`config.mk`:
```
export PLATFORM = sky130hd
export DESIGN_NAME = hash_chain_lineage_verify
export DESIGN_NICKNAME = d
export VERILOG_FILES = /design/src/design/hclv_pkg.sv /design/src/design/hash_chain_lineage_verify.sv /design/src/design/hclv_front.sv /design/src/design/hclv_queue.sv /design/src/design/hclv_back.sv
export VERILOG_INCLUDE_DIRS = /design/src /design/src/design
export SDC_FILE = /design/constraint.sdc
export NUM_CORES = 1
export LEC_CHECK = 0
export ABC_AREA = 1
export ABC_CLOCK_PERIOD_IN_PS = 11100
export BUFFER_PORTS_ARGS = -buffer_cell sky130_fd_sc_hd__buf_2
export CORE_MARGIN = 3
export CORE_UTILIZATION = 55
export DETAILED_ROUTE_END_ITERATION = 12
export PLACE_DENSITY = 0.76
export REMOVE_ABC_BUFFERS = 1
export SYNTH_ARGS = -nofsm -noshare
export SYNTH_HDL_FRONTEND = slang
export SYNTH_SLANG_ARGS = --single-unit
```
`constraint.sdc`:
```
create_clock -name clk -period 11.1 [get_ports clk]
set_input_delay 0 -clock clk [delete_from_list [all_inputs] [get_ports clk]]
set_output_delay 0 -clock clk [all_outputs]
set_load 0.01 [all_outputs]
```
`src/design/hash_chain_lineage_verify_macros.svh`:
```
// ----------------------------------------------------------------------------
// Lineage verifier assertion macros
// Concurrent check helpers that compile away when SYNTHESIS is defined.
// ----------------------------------------------------------------------------
`ifndef HASH_CHAIN_LINEAGE_VERIFY_MACROS_SVH
`define HASH_CHAIN_LINEAGE_VERIFY_MACROS_SVH

`ifndef SYNTHESIS

// Same-cycle implication.
`define HCLV_ASSERT_IMP(label, clock, rstn, ante, cons) \
    label: assert property (@(posedge clock) disable iff (!rstn) (ante) |-> (cons)) \
        else $error("lineage verifier check failed");

// Next-cycle implication.
`define HCLV_ASSERT_NEXT(label, clock, rstn, ante, cons) \
    label: assert property (@(posedge clock) disable iff (!rstn) (ante) |=> (cons)) \
        else $error("lineage verifier check failed");

`else

`define HCLV_ASSERT_IMP(label, clock, rstn, ante, cons)
`define HCLV_ASSERT_NEXT(label, clock, rstn, ante, cons)

`endif

`endif

```
`src/design/hclv_pkg.sv`:
```
// ----------------------------------------------------------------------------
// Lineage verifier package
// Shared types, codes and constants of the hash-chain lineage verifier.
// ----------------------------------------------------------------------------
package hclv_pkg;

    localparam int MAX_LINEAGE_DEF   = 16;
    localparam int HORIZON_SPAN_DEF  = 64;
    localparam int CARRIER_TOTAL_DEF = 8;
    localparam int ORIENT_MAX_DEF    = 3;

    localparam logic [31:0] FNV_BASIS = 32'h811C_9DC5;
    localparam logic [31:0] FNV_PRIME = 32'h0100_0193;

    // Bytes hashed per entry: two 32-bit words, three bytes, a 16-bit layer
    // and the inversion byte.
    localparam int HASH_BYTES = 14;
    localparam int HASH_IDX_W = $clog2(HASH_BYTES);

    localparam logic KIND_HEADER = 1'b0;
    localparam logic KIND_ENTRY  = 1'b1;

    localparam logic [7:0] INV_NONNEG = 8'h00;
    localparam logic [7:0] INV_NEG    = 8'h01;

    // The queue depth must be a power of two so that the pointers wrap.
    localparam int QUEUE_DEPTH = 2;
    localparam int QUEUE_AW    = $clog2(QUEUE_DEPTH);
    localparam int QUEUE_CW    = $clog2(QUEUE_DEPTH + 1);

    typedef struct packed {
        logic               kind;
        logic [31:0]        origin_link;
        logic [31:0]        final_witness;
        logic [31:0]        link_from;
        logic [31:0]        link_to;
        logic [31:0]        hop;
        logic [7:0]         carrier_sel;
        logic [7:0]         facing;
        logic [7:0]         depth_of_scope;
        logic signed [15:0] layer_value;
        logic [7:0]         inversion_flag;
        logic               last_entry;
    } hclv_item_t;

    typedef struct packed {
        logic       chain_ok;
        logic       horizons_ok;
        logic [4:0] entries_counted;
    } hclv_result_t;

    typedef struct packed {
        hclv_item_t item;
        logic       fields_ok;
        logic       horizon_ok;
    } hclv_qword_t;

    typedef struct packed {
        logic busy;
        logic pop;
    } hclv_back_status_t;

endpackage

```
`src/design/hash_chain_lineage_verify.sv`:
```
// ----------------------------------------------------------------------------
// Hash-chain lineage verifier
// Checks a capsule's lineage entries against a 32-bit FNV-1a hash chain.
// ----------------------------------------------------------------------------
// A header word opens a capsule and each entry word after it is one hop of
// the lineage; a result word appears only for the word marked as last. The
// hash engine folds one byte per cycle through a single 32-bit multiply, so
// an entry is taken, has its fourteen bytes hashed and is then compared and
// used to update the chain state, while a header skips the hashing. A
// two-word queue in front of the engine and a result register behind it let
// input and output stall independently of each other.
module hash_chain_lineage_verify #(
    parameter int MAX_LINEAGE   = hclv_pkg::MAX_LINEAGE_DEF,
    parameter int HORIZON_SPAN  = hclv_pkg::HORIZON_SPAN_DEF,
    parameter int CARRIER_TOTAL = hclv_pkg::CARRIER_TOTAL_DEF,
    parameter int ORIENT_MAX    = hclv_pkg::ORIENT_MAX_DEF
) (
    input  logic                   clk,
    input  logic                   rst_n,
    input  logic                   item_valid,
    output logic                   item_ready,
    input  hclv_pkg::hclv_item_t   item,
    output logic                   result_valid,
    input  logic                   result_ready,
    output hclv_pkg::hclv_result_t result
);
    import hclv_pkg::*;

`include "hash_chain_lineage_verify_macros.svh"

    logic                  q_ready;
    logic                  q_push;
    hclv_qword_t           q_word;
    logic                  q_pop;
    logic                  q_valid;
    hclv_qword_t           q_head;
    logic [QUEUE_CW-1:0]   q_count;
    hclv_back_status_t     back_status;

    hclv_front #(
        .HORIZON_SPAN  (HORIZON_SPAN),
        .CARRIER_TOTAL (CARRIER_TOTAL),
        .ORIENT_MAX    (ORIENT_MAX)
    ) u_front (
        .item_valid (item_valid),
        .item_ready (item_ready),
        .item       (item),
        .q_ready    (q_ready),
        .q_push     (q_push),
        .q_word     (q_word)
    );

    hclv_queue u_queue (
        .clk        (clk),
        .rst_n      (rst_n),
        .push       (q_push),
        .push_word  (q_word),
        .ready      (q_ready),
        .pop        (q_pop),
        .head_valid (q_valid),
        .head       (q_head),
        .count      (q_count)
    );

    hclv_back #(
        .MAX_LINEAGE (MAX_LINEAGE)
    ) u_back (
        .clk          (clk),
        .rst_n        (rst_n),
        .q_valid      (q_valid),
        .q_head       (q_head),
        .q_pop        (q_pop),
        .result_valid (result_valid),
        .result_ready (result_ready),
        .result       (result),
        .status       (back_status)
    );

    // A full queue must hold off the input channel.
    `HCLV_ASSERT_IMP(a_full_stalls_input, clk, rst_n, q_count == QUEUE_CW'(QUEUE_DEPTH), !item_ready)
    // The engine only takes a word when one is waiting.
    `HCLV_ASSERT_IMP(a_pop_needs_word, clk, rst_n, back_status.pop, q_count != '0)
    // Taking a word always puts the engine to work in the next cycle.
    `HCLV_ASSERT_NEXT(a_pop_starts_work, clk, rst_n, back_status.pop, back_status.busy)

endmodule

```
`src/design/hclv_front.sv`:
```
// ----------------------------------------------------------------------------
// Lineage verifier front end
// Takes words from the input channel and tags them with range and horizon
// checks before they go into the queue.
// ----------------------------------------------------------------------------
module hclv_front #(
    parameter int HORIZON_SPAN  = hclv_pkg::HORIZON_SPAN_DEF,
    parameter int CARRIER_TOTAL = hclv_pkg::CARRIER_TOTAL_DEF,
    parameter int ORIENT_MAX    = hclv_pkg::ORIENT_MAX_DEF
) (
    input  logic                 item_valid,
    output logic                 item_ready,
    input  hclv_pkg::hclv_item_t item,
    input  logic                 q_ready,
    output logic                 q_push,
    output hclv_pkg::hclv_qword_t q_word
);
    import hclv_pkg::*;

    localparam logic signed [16:0] SPAN_POS = 17'(HORIZON_SPAN);
    localparam logic signed [16:0] SPAN_NEG = -SPAN_POS;
    localparam logic [7:0]         CARRIER_LIM = 8'(CARRIER_TOTAL);
    localparam logic [7:0]         ORIENT_LIM  = 8'(ORIENT_MAX);

    logic signed [16:0] layer_ext;
    logic               horizon_ok;

    assign layer_ext = {item.layer_value[15], item.layer_value};

    always_comb
    begin
        case (item.inversion_flag)
            INV_NONNEG: horizon_ok = !item.layer_value[15] && (layer_ext < SPAN_POS);
            INV_NEG:    horizon_ok = item.layer_value[15] && (layer_ext >= SPAN_NEG);
            default:    horizon_ok = 1'b0;
        endcase
    end

    assign item_ready         = q_ready;
    assign q_push             = item_valid && q_ready;
    assign q_word.item        = item;
    assign q_word.fields_ok   = (item.carrier_sel < CARRIER_LIM) && (item.facing <= ORIENT_LIM);
    assign q_word.horizon_ok  = horizon_ok;

endmodule

```
`src/design/hclv_queue.sv`:
```
// ----------------------------------------------------------------------------
// Lineage verifier queue
// Short first-in first-out buffer between the front end and the hash engine.
// ----------------------------------------------------------------------------
module hclv_queue (
    input  logic                                clk,
    input  logic                                rst_n,
    input  logic                                push,
    input  hclv_pkg::hclv_qword_t               push_word,
    output logic                                ready,
    input  logic                                pop,
    output logic                                head_valid,
    output hclv_pkg::hclv_qword_t               head,
    output logic [hclv_pkg::QUEUE_CW-1:0]       count
);
    import hclv_pkg::*;

    hclv_qword_t         slot_reg [QUEUE_DEPTH];
    logic [QUEUE_AW-1:0] wr_ptr_reg, wr_ptr_next;
    logic [QUEUE_AW-1:0] rd_ptr_reg, rd_ptr_next;
    logic [QUEUE_CW-1:0] count_reg, count_next;

    always_comb
    begin
        wr_ptr_next = push ? QUEUE_AW'(wr_ptr_reg + 1'b1) : wr_ptr_reg;
        rd_ptr_next = pop ? QUEUE_AW'(rd_ptr_reg + 1'b1) : rd_ptr_reg;
        count_next  = count_reg;
        if (push && !pop)
        begin
            count_next = QUEUE_CW'(count_reg + 1'b1);
        end
        else if (pop && !push)
        begin
            count_next = QUEUE_CW'(count_reg - 1'b1);
        end
    end

    always_ff @(posedge clk or negedge rst_n)
    begin
        if (!rst_n)
        begin
            wr_ptr_reg <= '0;
            rd_ptr_reg <= '0;
            count_reg  <= '0;
        end
        else
        begin
            wr_ptr_reg <= wr_ptr_next;
            rd_ptr_reg <= rd_ptr_next;
            count_reg  <= count_next;
        end
    end

    always_ff @(posedge clk)
    begin
        if (push)
        begin
            slot_reg[wr_ptr_reg] <= push_word;
        end
    end

    assign ready      = (count_reg != QUEUE_CW'(QUEUE_DEPTH));
    assign head_valid = (count_reg != '0);
    assign head       = slot_reg[rd_ptr_reg];
    assign count      = count_reg;

endmodule

```
`src/design/hclv_back.sv`:
```
// ----------------------------------------------------------------------------
// Lineage verifier back end
// Serial FNV-1a engine, chain state and the result register.
// ----------------------------------------------------------------------------
module hclv_back #(
    parameter int MAX_LINEAGE = hclv_pkg::MAX_LINEAGE_DEF
) (
    input  logic                          clk,
    input  logic                          rst_n,
    input  logic                          q_valid,
    input  hclv_pkg::hclv_qword_t         q_head,
    output logic                          q_pop,
    output logic                          result_valid,
    input  logic                          result_ready,
    output hclv_pkg::hclv_result_t        result,
    output hclv_pkg::hclv_back_status_t   status
);
    import hclv_pkg::*;

    localparam int                 TALLY_W   = $clog2(MAX_LINEAGE + 1);
    localparam logic [TALLY_W-1:0] TALLY_MAX = TALLY_W'(MAX_LINEAGE);

    typedef enum logic [1:0] {
        ST_IDLE,
        ST_HASH,
        ST_FINISH
    } state_t;

    state_t                state_reg, state_next;
    logic [HASH_IDX_W-1:0] idx_reg, idx_next;
    logic [31:0]           link_reg, link_next;
    logic [31:0]           target_reg, target_next;
    logic [TALLY_W-1:0]    tally_reg, tally_next;
    logic                  links_good_reg, links_good_next;
    logic                  horizons_good_reg, horizons_good_next;
    logic                  out_valid_reg, out_valid_next;

    hclv_qword_t           work_reg, work_next;
    logic [31:0]           hash_reg, hash_next;
    hclv_result_t          out_data_reg, out_data_next;

    logic [8*HASH_BYTES-1:0] message;
    logic [7:0]            msg_byte;
    logic [31:0]           hash_step;
    logic                  over_limit;
    logic                  finish_go;
    logic                  upd_links;
    logic                  upd_horizons;
    logic [31:0]           upd_link;
    logic [31:0]           upd_target;
    logic [TALLY_W-1:0]    upd_tally;

    // Byte 0 of the hashed string sits in the lowest bits.
    assign message = {work_reg.item.inversion_flag, work_reg.item.layer_value,
                      work_reg.item.depth_of_scope, work_reg.item.facing,
                      work_reg.item.carrier_sel, work_reg.item.hop,
                      work_reg.item.link_from};
    assign msg_byte  = message[{idx_reg, 3'b000} +: 8];
    assign hash_step = (hash_reg ^ {24'h000000, msg_byte}) * FNV_PRIME;

    assign over_limit = (tally_reg >= TALLY_MAX);
    assign finish_go  = (state_reg == ST_FINISH)
                        && (!work_reg.item.last_entry || !out_valid_reg || result_ready);

    always_comb
    begin
        if (work_reg.item.kind == KIND_HEADER)
        begin
            upd_links    = 1'b1;
            upd_horizons = work_reg.horizon_ok;
            upd_link     = work_reg.item.origin_link;
            upd_target   = work_reg.item.final_witness;
            upd_tally    = '0;
        end
        else
        begin
            upd_links    = links_good_reg && !over_limit
                           && (work_reg.item.link_from == link_reg)
                           && work_reg.fields_ok
                           && (work_reg.item.link_to == hash_reg);
            upd_horizons = horizons_good_reg && work_reg.horizon_ok;
            upd_link     = work_reg.item.link_to;
            upd_target   = target_reg;
            upd_tally    = over_limit ? tally_reg : TALLY_W'(tally_reg + 1'b1);
        end
    end

    always_comb
    begin
        state_next         = state_reg;
        idx_next           = idx_reg;
        link_next          = link_reg;
        target_next        = target_reg;
        tally_next         = tally_reg;
        links_good_next    = links_good_reg;
        horizons_good_next = horizons_good_reg;
        out_valid_next     = out_valid_reg && !result_ready;
        work_next          = work_reg;
        hash_next          = hash_reg;
        out_data_next      = out_data_reg;
        q_pop              = 1'b0;

        case (state_reg)
            ST_IDLE:
            begin
                if (q_valid)
                begin
                    q_pop     = 1'b1;
                    work_next = q_head;
                    hash_next = FNV_BASIS;
                    idx_next  = '0;
                    state_next = (q_head.item.kind == KIND_ENTRY) ? ST_HASH : ST_FINISH;
                end
            end
            ST_HASH:
            begin
                hash_next = hash_step;
                idx_next  = HASH_IDX_W'(idx_reg + 1'b1);
                if (idx_reg == HASH_IDX_W'(HASH_BYTES - 1))
                begin
                    state_next = ST_FINISH;
                end
            end
            ST_FINISH:
            begin
                if (finish_go)
                begin
                    link_next          = upd_link;
                    target_next        = upd_target;
                    tally_next         = upd_tally;
                    links_good_next    = upd_links;
                    horizons_good_next = upd_horizons;
                    if (work_reg.item.last_entry)
                    begin
                        out_valid_next                = 1'b1;
                        out_data_next.chain_ok        = upd_links && (upd_link == upd_target);
                        out_data_next.horizons_ok     = upd_horizons;
                        out_data_next.entries_counted = 5'(upd_tally);
                    end
                    state_next = ST_IDLE;
                end
            end
            default:
            begin
                state_next = ST_IDLE;
            end
        endcase
    end

    always_ff @(posedge clk or negedge rst_n)
    begin
        if (!rst_n)
        begin
            state_reg         <= ST_IDLE;
            idx_reg           <= '0;
            link_reg          <= '0;
            target_reg        <= '0;
            tally_reg         <= '0;
            links_good_reg    <= 1'b1;
            horizons_good_reg <= 1'b1;
            out_valid_reg     <= 1'b0;
        end
        else
        begin
            state_reg         <= state_next;
            idx_reg           <= idx_next;
            link_reg          <= link_next;
            target_reg        <= target_next;
            tally_reg         <= tally_next;
            links_good_reg    <= links_good_next;
            horizons_good_reg <= horizons_good_next;
            out_valid_reg     <= out_valid_next;
        end
    end

    always_ff @(posedge clk)
    begin
        work_reg     <= work_next;
        hash_reg     <= hash_next;
        out_data_reg <= out_data_next;
    end

    assign result_valid = out_valid_reg;
    assign result       = out_data_reg;
    assign status.busy  = (state_reg != ST_IDLE);
    assign status.pop   = q_pop;

endmodule
```
After elaboration in Yosys (flattened, before gate mapping)
Memories as Yosys holds them, arrays and structs flattened.
Index checks and enable logic that the tools add are counted.
{"block": "word_totals", "ff_bits": 333, "ram_bits": 424, "out_inout_bits": 9, "wordCells": 113, "n_memories": 1}
{"name": "u_queue.slot_reg", "words": 2, "word_bits": 212, "rd": 1, "rd_clocked_by_memory_dff": 0, "write_ports": 1, "line_no": "hclv_queue.sv:18", "source": "hclv_qword_t slot_reg [QUEUE_DEPTH];"}
{"block": "classes", "addsub": 6, "multipliers": 1, "n_lt_le_gt_ge": 5, "eq_ne": 11, "shift": 1, "muxes": 25, "bitwise": 1, "reduce_logical": 33}
{"cell": "$shiftx 112x8->8", "n": 1}
{"cell": "$eq 32x32->1", "n": 3}
{"cell": "$mux 32", "n": 3}
{"cell": "$pmux 32 s2", "n": 1}
{"cell": "$mul 32x25->32 const B", "n": 1}
{"cell": "$xor 32x8->32", "n": 1}
{"cell": "$ge 16x7->1 const B", "n": 1}
{"cell": "$lt 16x8->1 const B", "n": 1}
{"cell": "$logic_and 1x1->1", "n": 14}
{"cell": "$mux 2", "n": 6}
{"cell": "$mux 5", "n": 2}
{"cell": "$mux 1", "n": 9}
{"cell": "$eq 8x1->1 const B", "n": 1}
{"cell": "$le 8x2->1 const B", "n": 1}
{"cell": "$logic_not 8->1", "n": 1}
{"cell": "$lt 8x4->1 const B", "n": 1}
{"cell": "$pmux 4 s2", "n": 1}
{"cell": "$logic_not 1->1", "n": 7}
{"cell": "$pmux 2 s3", "n": 1}
{"cell": "$reduce_and 2->1", "n": 3}
{"cell": "$reduce_and 3->1", "n": 2}
{"cell": "$reduce_bool 2->1", "n": 3}
{"cell": "$add 5x1->5 const B", "n": 1}
{"cell": "$ge 5x5->1 const B", "n": 1}
{"cell": "other kinds (13)", "n": 17}

Logic depth before layout (Yosys ltp)
{"block": "depth", "word_depth": 8, "mapped_depth": 34}

Cells and area by module
A second synthesis with hierarchy kept.
{"block": "unflattened", "cells_unflattened": 2977, "hier_area_um2": 38069.0}
{"module": "hclv_back", "instances": 1, "cells_per_inst": 2044, "area_per_inst_um2": 20121.8, "seq_area_each_um2": 9491.6}
{"module": "hclv_queue", "instances": 1, "cells_per_inst": 685, "area_per_inst_um2": 16209.3, "seq_area_each_um2": 12832.3}
{"module": "hclv_front", "instances": 1, "cells_per_inst": 248, "area_per_inst_um2": 1737.9, "seq_area_each_um2": 0.0}

Worst setup path before layout
Ideal clock, no wire load.
{"block": "synth_timing", "path_kind": "reg-to-reg", "start": "register u_back.state_reg[0]", "end": "register u_queue.count_reg[1] (netlist: u_queue.count[1])", "arrival_time_ns": 12.212, "required_ns": 10.969, "path_slack_ns": -1.243, "path_stages_with_launch": 9, "period_less_slack_ns": 12.343, "cell_sequence": "dfrtp_1 nor2_1 inv_1 a21oi_1 inv_1 ha_1 a21oi_1 o21ai_0 xor2_1"}
{"block": "synth_between", "elab_chain_len": 5}
{"element": "from (decl)", "line_no": "hclv_back.sv:29", "source": "state_t state_reg, state_next;"}
{"element": "from (signal assigned)", "line_no": "hclv_back.sv:165", "source": "state_reg <= state_next;"}
{"element": "$logic_not 2->1 *", "line_no": "hclv_back.sv:103", "source": "case (state_reg)"}
{"element": "$mux 1 *", "line_no": "hclv_back.sv:103"}
{"element": "named net q_pop", "line_no": "hash_chain_lineage_verify.sv:34", "source": "logic q_pop;"}
{"element": "$logic_not 1->1", "line_no": "hclv_queue.sv:28", "source": "if (push && !pop)"}
{"element": "$logic_and 1x1->1", "line_no": "hclv_queue.sv:28"}
{"element": "$mux 2 / $reduce_bool 2->1 (equally long branches)"}
{"element": "to (signal assigned)", "line_no": "hclv_queue.sv:50", "source": "count_reg <= count_next;"}
{"element": "to (decl)", "line_no": "hclv_queue.sv:21", "source": "logic [QUEUE_CW-1:0] count_reg, count_next;"}
The timed path passes the listed nets; every way through them passes the cells marked *.
A chain may end at the register's enable or synchronous reset.

Worst setup path in the final report
{"block": "layout_timing", "start": "register u_back.idx_reg[2]", "end": "register u_back.hash_reg[31] (data pin)"}
{"block": "layout_between", "elab_chain_len": 4}
{"element": "from (decl)", "line_no": "hclv_back.sv:30", "source": "logic [HASH_IDX_W-1:0] idx_reg, idx_next;"}
{"element": "from (signal assigned)", "line_no": "hclv_back.sv:166", "source": "idx_reg <= idx_next;"}
{"element": "$shiftx 112x8->8", "line_no": "hclv_back.sv:58", "source": "assign msg_byte = message[{idx_reg, 3'b000} +: 8];"}
{"element": "$xor 32x8->32", "line_no": "hclv_back.sv:59", "source": "assign hash_step = (hash_reg ^ {24'h000000, msg_byte}) * FNV_PRIME;"}
{"element": "$mul 32x25->32", "line_no": "hclv_back.sv:59"}
{"element": "$pmux 32 s2", "line_no": "hclv_back.sv:103"}
{"element": "to (signal assigned)", "line_no": "hclv_back.sv:179", "source": "hash_reg <= hash_next;"}
{"element": "to (decl)", "line_no": "hclv_back.sv:39", "source": "logic [31:0] hash_reg, hash_next;"}
Every way passes these cells.

==> flow_summary.json <==
{
  "status": "complete, no violations",
  "clk_latency_ns": 0.64,
  "syn-cell-area_sq_um": 35800,
  "worstMarginPinSlew_ns": 1.23,
  "viasPerCell": 5.41,
  "rsz0062_at_grt": "false",
  "die_y_um": 261,
  "ys_types": 40,
  "start_kind": "register",
  "fin_crit_sh": 0.632,
  "yosysWarnings": 0,
  "cts.clk_slew.worst_paths_ns": 0.06,
  "cap_violations": 0,
  "skew_ns": 0.0249,
  "drv_slew": 0,
  "die_x_um": 261,
  "grt_usage": 0.267,
  "routed_wl_um": 91400,
  "synthFlopType": "edfxtp_1",
  "antenna_found_initial": 2,
  "dieArea_sq_um": 68200,
  "place_ws_ns": 4.17,
  "cts_tree": "yes",
  "antenna_left": 0,
  "drt_iter0_drc": 2346,
  "max_clock_freq_ghz": 0.143,
  "critical-path-max-stage-delay_ns": 0.59,
  "syn_inst": 3255,
  "grt_overflow": 0,
  "dr.pass1.iters": 6,
  "num_vias": 24900,
  "setup_slack_ns": 4.08,
  "largest_reg_flops": 424,
  "htree_levels": 3,
  "hold_viol_final": 0,
  "drc": 0,
  "io_buffer_count": 222,
  "ys_seq_area_frac": 0.624,
  "worstPathRequired_ns": 11.44,
  "syn_area_per_cell_sq_um": 11.0,
  "ff2ff_setup_slack_ns": 4.08,
  "num_rows": 92,
  "post-route-min-period_ns": 7.02,
  "grt_max_degree": 165,
  "gp_congestion": 0.929,
  "grt_pass1_wl_um": 139000,
  "clockRootBuffer": "clkbuf_16",
  "relSlewSlack": 0.175,
  "final-setup-viol-count": 0,
  "slowest_stage": "nor2_1",
  "nFillCells": 4545,
  "regArea_sq_um": 22300,
  "cts_num_sinks": 757,
  "io-pin-count": 223,
  "synth_top_cell_by_area": "edfxtp_1",
  "end_kind": "register",
  "synth_edf_count": 675,
  "synth.top_cell.area_share": 0.566,
  "place_hpwl_um": 57900,
  "core_sq_um": 63800,
  "cp_max_fo": 16,
  "area_growth_pct": 18.5,
  "cts_buffer_depth": 3,
  "synthTopCellsByArea": "edfxtp_1 57%, nand2_1 11%, ha_1 6.6%",
  "drive_gt1_frac": 0.103,
  "synthArstFlopShare": 0.108,
  "yosysMostFrequentCell": "nand2_1",
  "worstPathArrival_ns": 7.35,
  "grt_pass1_vias": 25000,
  "cts_buffers": 77,
  "worstSetupPathType": "register to register",
  "multiInputGateArea_sq_um": 11700,
  "start_util": 0.561,
  "synth_seq_cells": 757,
  "synth_common_cells": "1075 x nand2_1, 675 x edfxtp_1, 359 x inv_1",
  "nets": 4170,
  "wl_per_cell_um": 19.9,
  "cts-resized-gates": 0,
  "min_path_type": "primary input to register"
}
final timing paths:
check | from | to | cells past startpoint
worst min register to register | u_back.link_reg[1]$_DFFE_PN0P_ | u_back.link_reg[1]$_DFFE_PN0P_ | 2
max in group asynchronous | rst_n | u_back.target_reg[8]$_DFFE_PN0P_ | 4
worst min-delay path | item[41] | u_queue.slot_reg[1][43]$_DFFE_PP_ | 2
worst max-delay path | u_back.idx_reg[2]$_DFFE_PN0P_ | u_back.hash_reg[31]$_SDFFCE_PN1P_ | 25
worst max register to register | u_back.idx_reg[2]$_DFFE_PN0P_ | u_back.hash_reg[31]$_SDFFCE_PN1P_ | 25
min in group asynchronous | rst_n | u_back.links_good_reg$_DFFE_PN1P_ | 3
cell families after synthesis:
| kind of cell | count (synthesis) | share of synthesized area |
|---|---|---|
| AO/OA/AOI/OAI | 311 | 0.0469 |
| XOR/XNOR | 80 | 0.0196 |
| adder cells (fa/ha/maj) | 263 | 0.107 |
| buffers and inverters | 462 | 0.0513 |
| flip-flops | 757 | 0.624 |
| AND/OR/NAND/NOR | 1382 | 0.151 |
final cells by class:
class / instances / share of cell area
clock inverters: 41 / 0.0107
clock buffers: 99 / 0.0495
flip-flops and latches: 757 / 0.526
multi-input cells: 2036 / 0.275
diodes: 2 / 0.000118
repair buffers: 458 / 0.0812
inverters: 363 / 0.0322
well taps: 846 / 0.0249
routing by layer:
metal | track usage | vias to the layer above | wire [um]
li1 | - | 11700 | -
met1 | 0.348 | 12000 | 35900
met2 | 0.456 | 1041 | 45800
met3 | 0.0403 | 217 | 6300
met4 | 0.104 | 0 | 3390
met5 | 0 | - | 0
stage by stage:
stage / TNS, ns / hold slack [ns] / cell area [sq um] / cells / utilization
3_5_place_dp: 0 / 0.0101 / 37700 / 4245 / 0.591
2_1_floorplan: -135.77 / -0.296 / 35300 / 3156 / -
3_3_place_gp: 0 / 0.00230 / 37700 / 4245 / 0.591
5_1_grt: 0 / 0.0828 / 42400 / 4602 / 0.665
4_1_cts: 0 / 0.0734 / 42400 / 4600 / 0.665
6_report: 0 / 0.0995 / 42400 / 4602 / 0.665
what timing repair did:
action | CTS | global route
hold endpoints to repair | 463 | 0
buffers inserted | 0 | 0
hold buffers | 215 | 0
critical path: cells and delay by family (launching register included):
| family | cells | cell delay, ns |
|---|---|---|
| compound gates | 2 | 0.44 |
| xor+xnor | 1 | 0.55 |
| fa+ha+maj | 8 | 2.91 |
| buf+inv | 4 | 0.50 |
| flops | 1 | 0.56 |
| simple gates | 10 | 1.74 |
cells in the final DEF (no fill, tap or decap), types with 8 or more instances in the layout:
master,synthesis,final
a31oi_1,18,18
clkinv_2,0,15
o21ai_1,40,40
clkinv_1,2,11
or2_2,13,13
clkbuf_1,61,15
o21a_1,8,8
inv_1,359,357
a21oi_1,66,65
ha_1,189,189
o21ai_0,146,146
nand3_1,70,70
nand2_1,1075,1075
clkbuf_16,0,79
xor2_1,24,24
buf_2,14,221
buf_4,4,21
dfrtp_1,80,78
edfxtp_1,675,675
xnor2_1,56,56
fa_1,74,74
dlygate4sd3_1,0,214
nand4_1,19,19
nor2_1,174,172
nor3_1,19,19
Power is left out: the tool's default activity adds up to more than one toggle a clock period on the data nets, which glitch-free logic cannot reach.
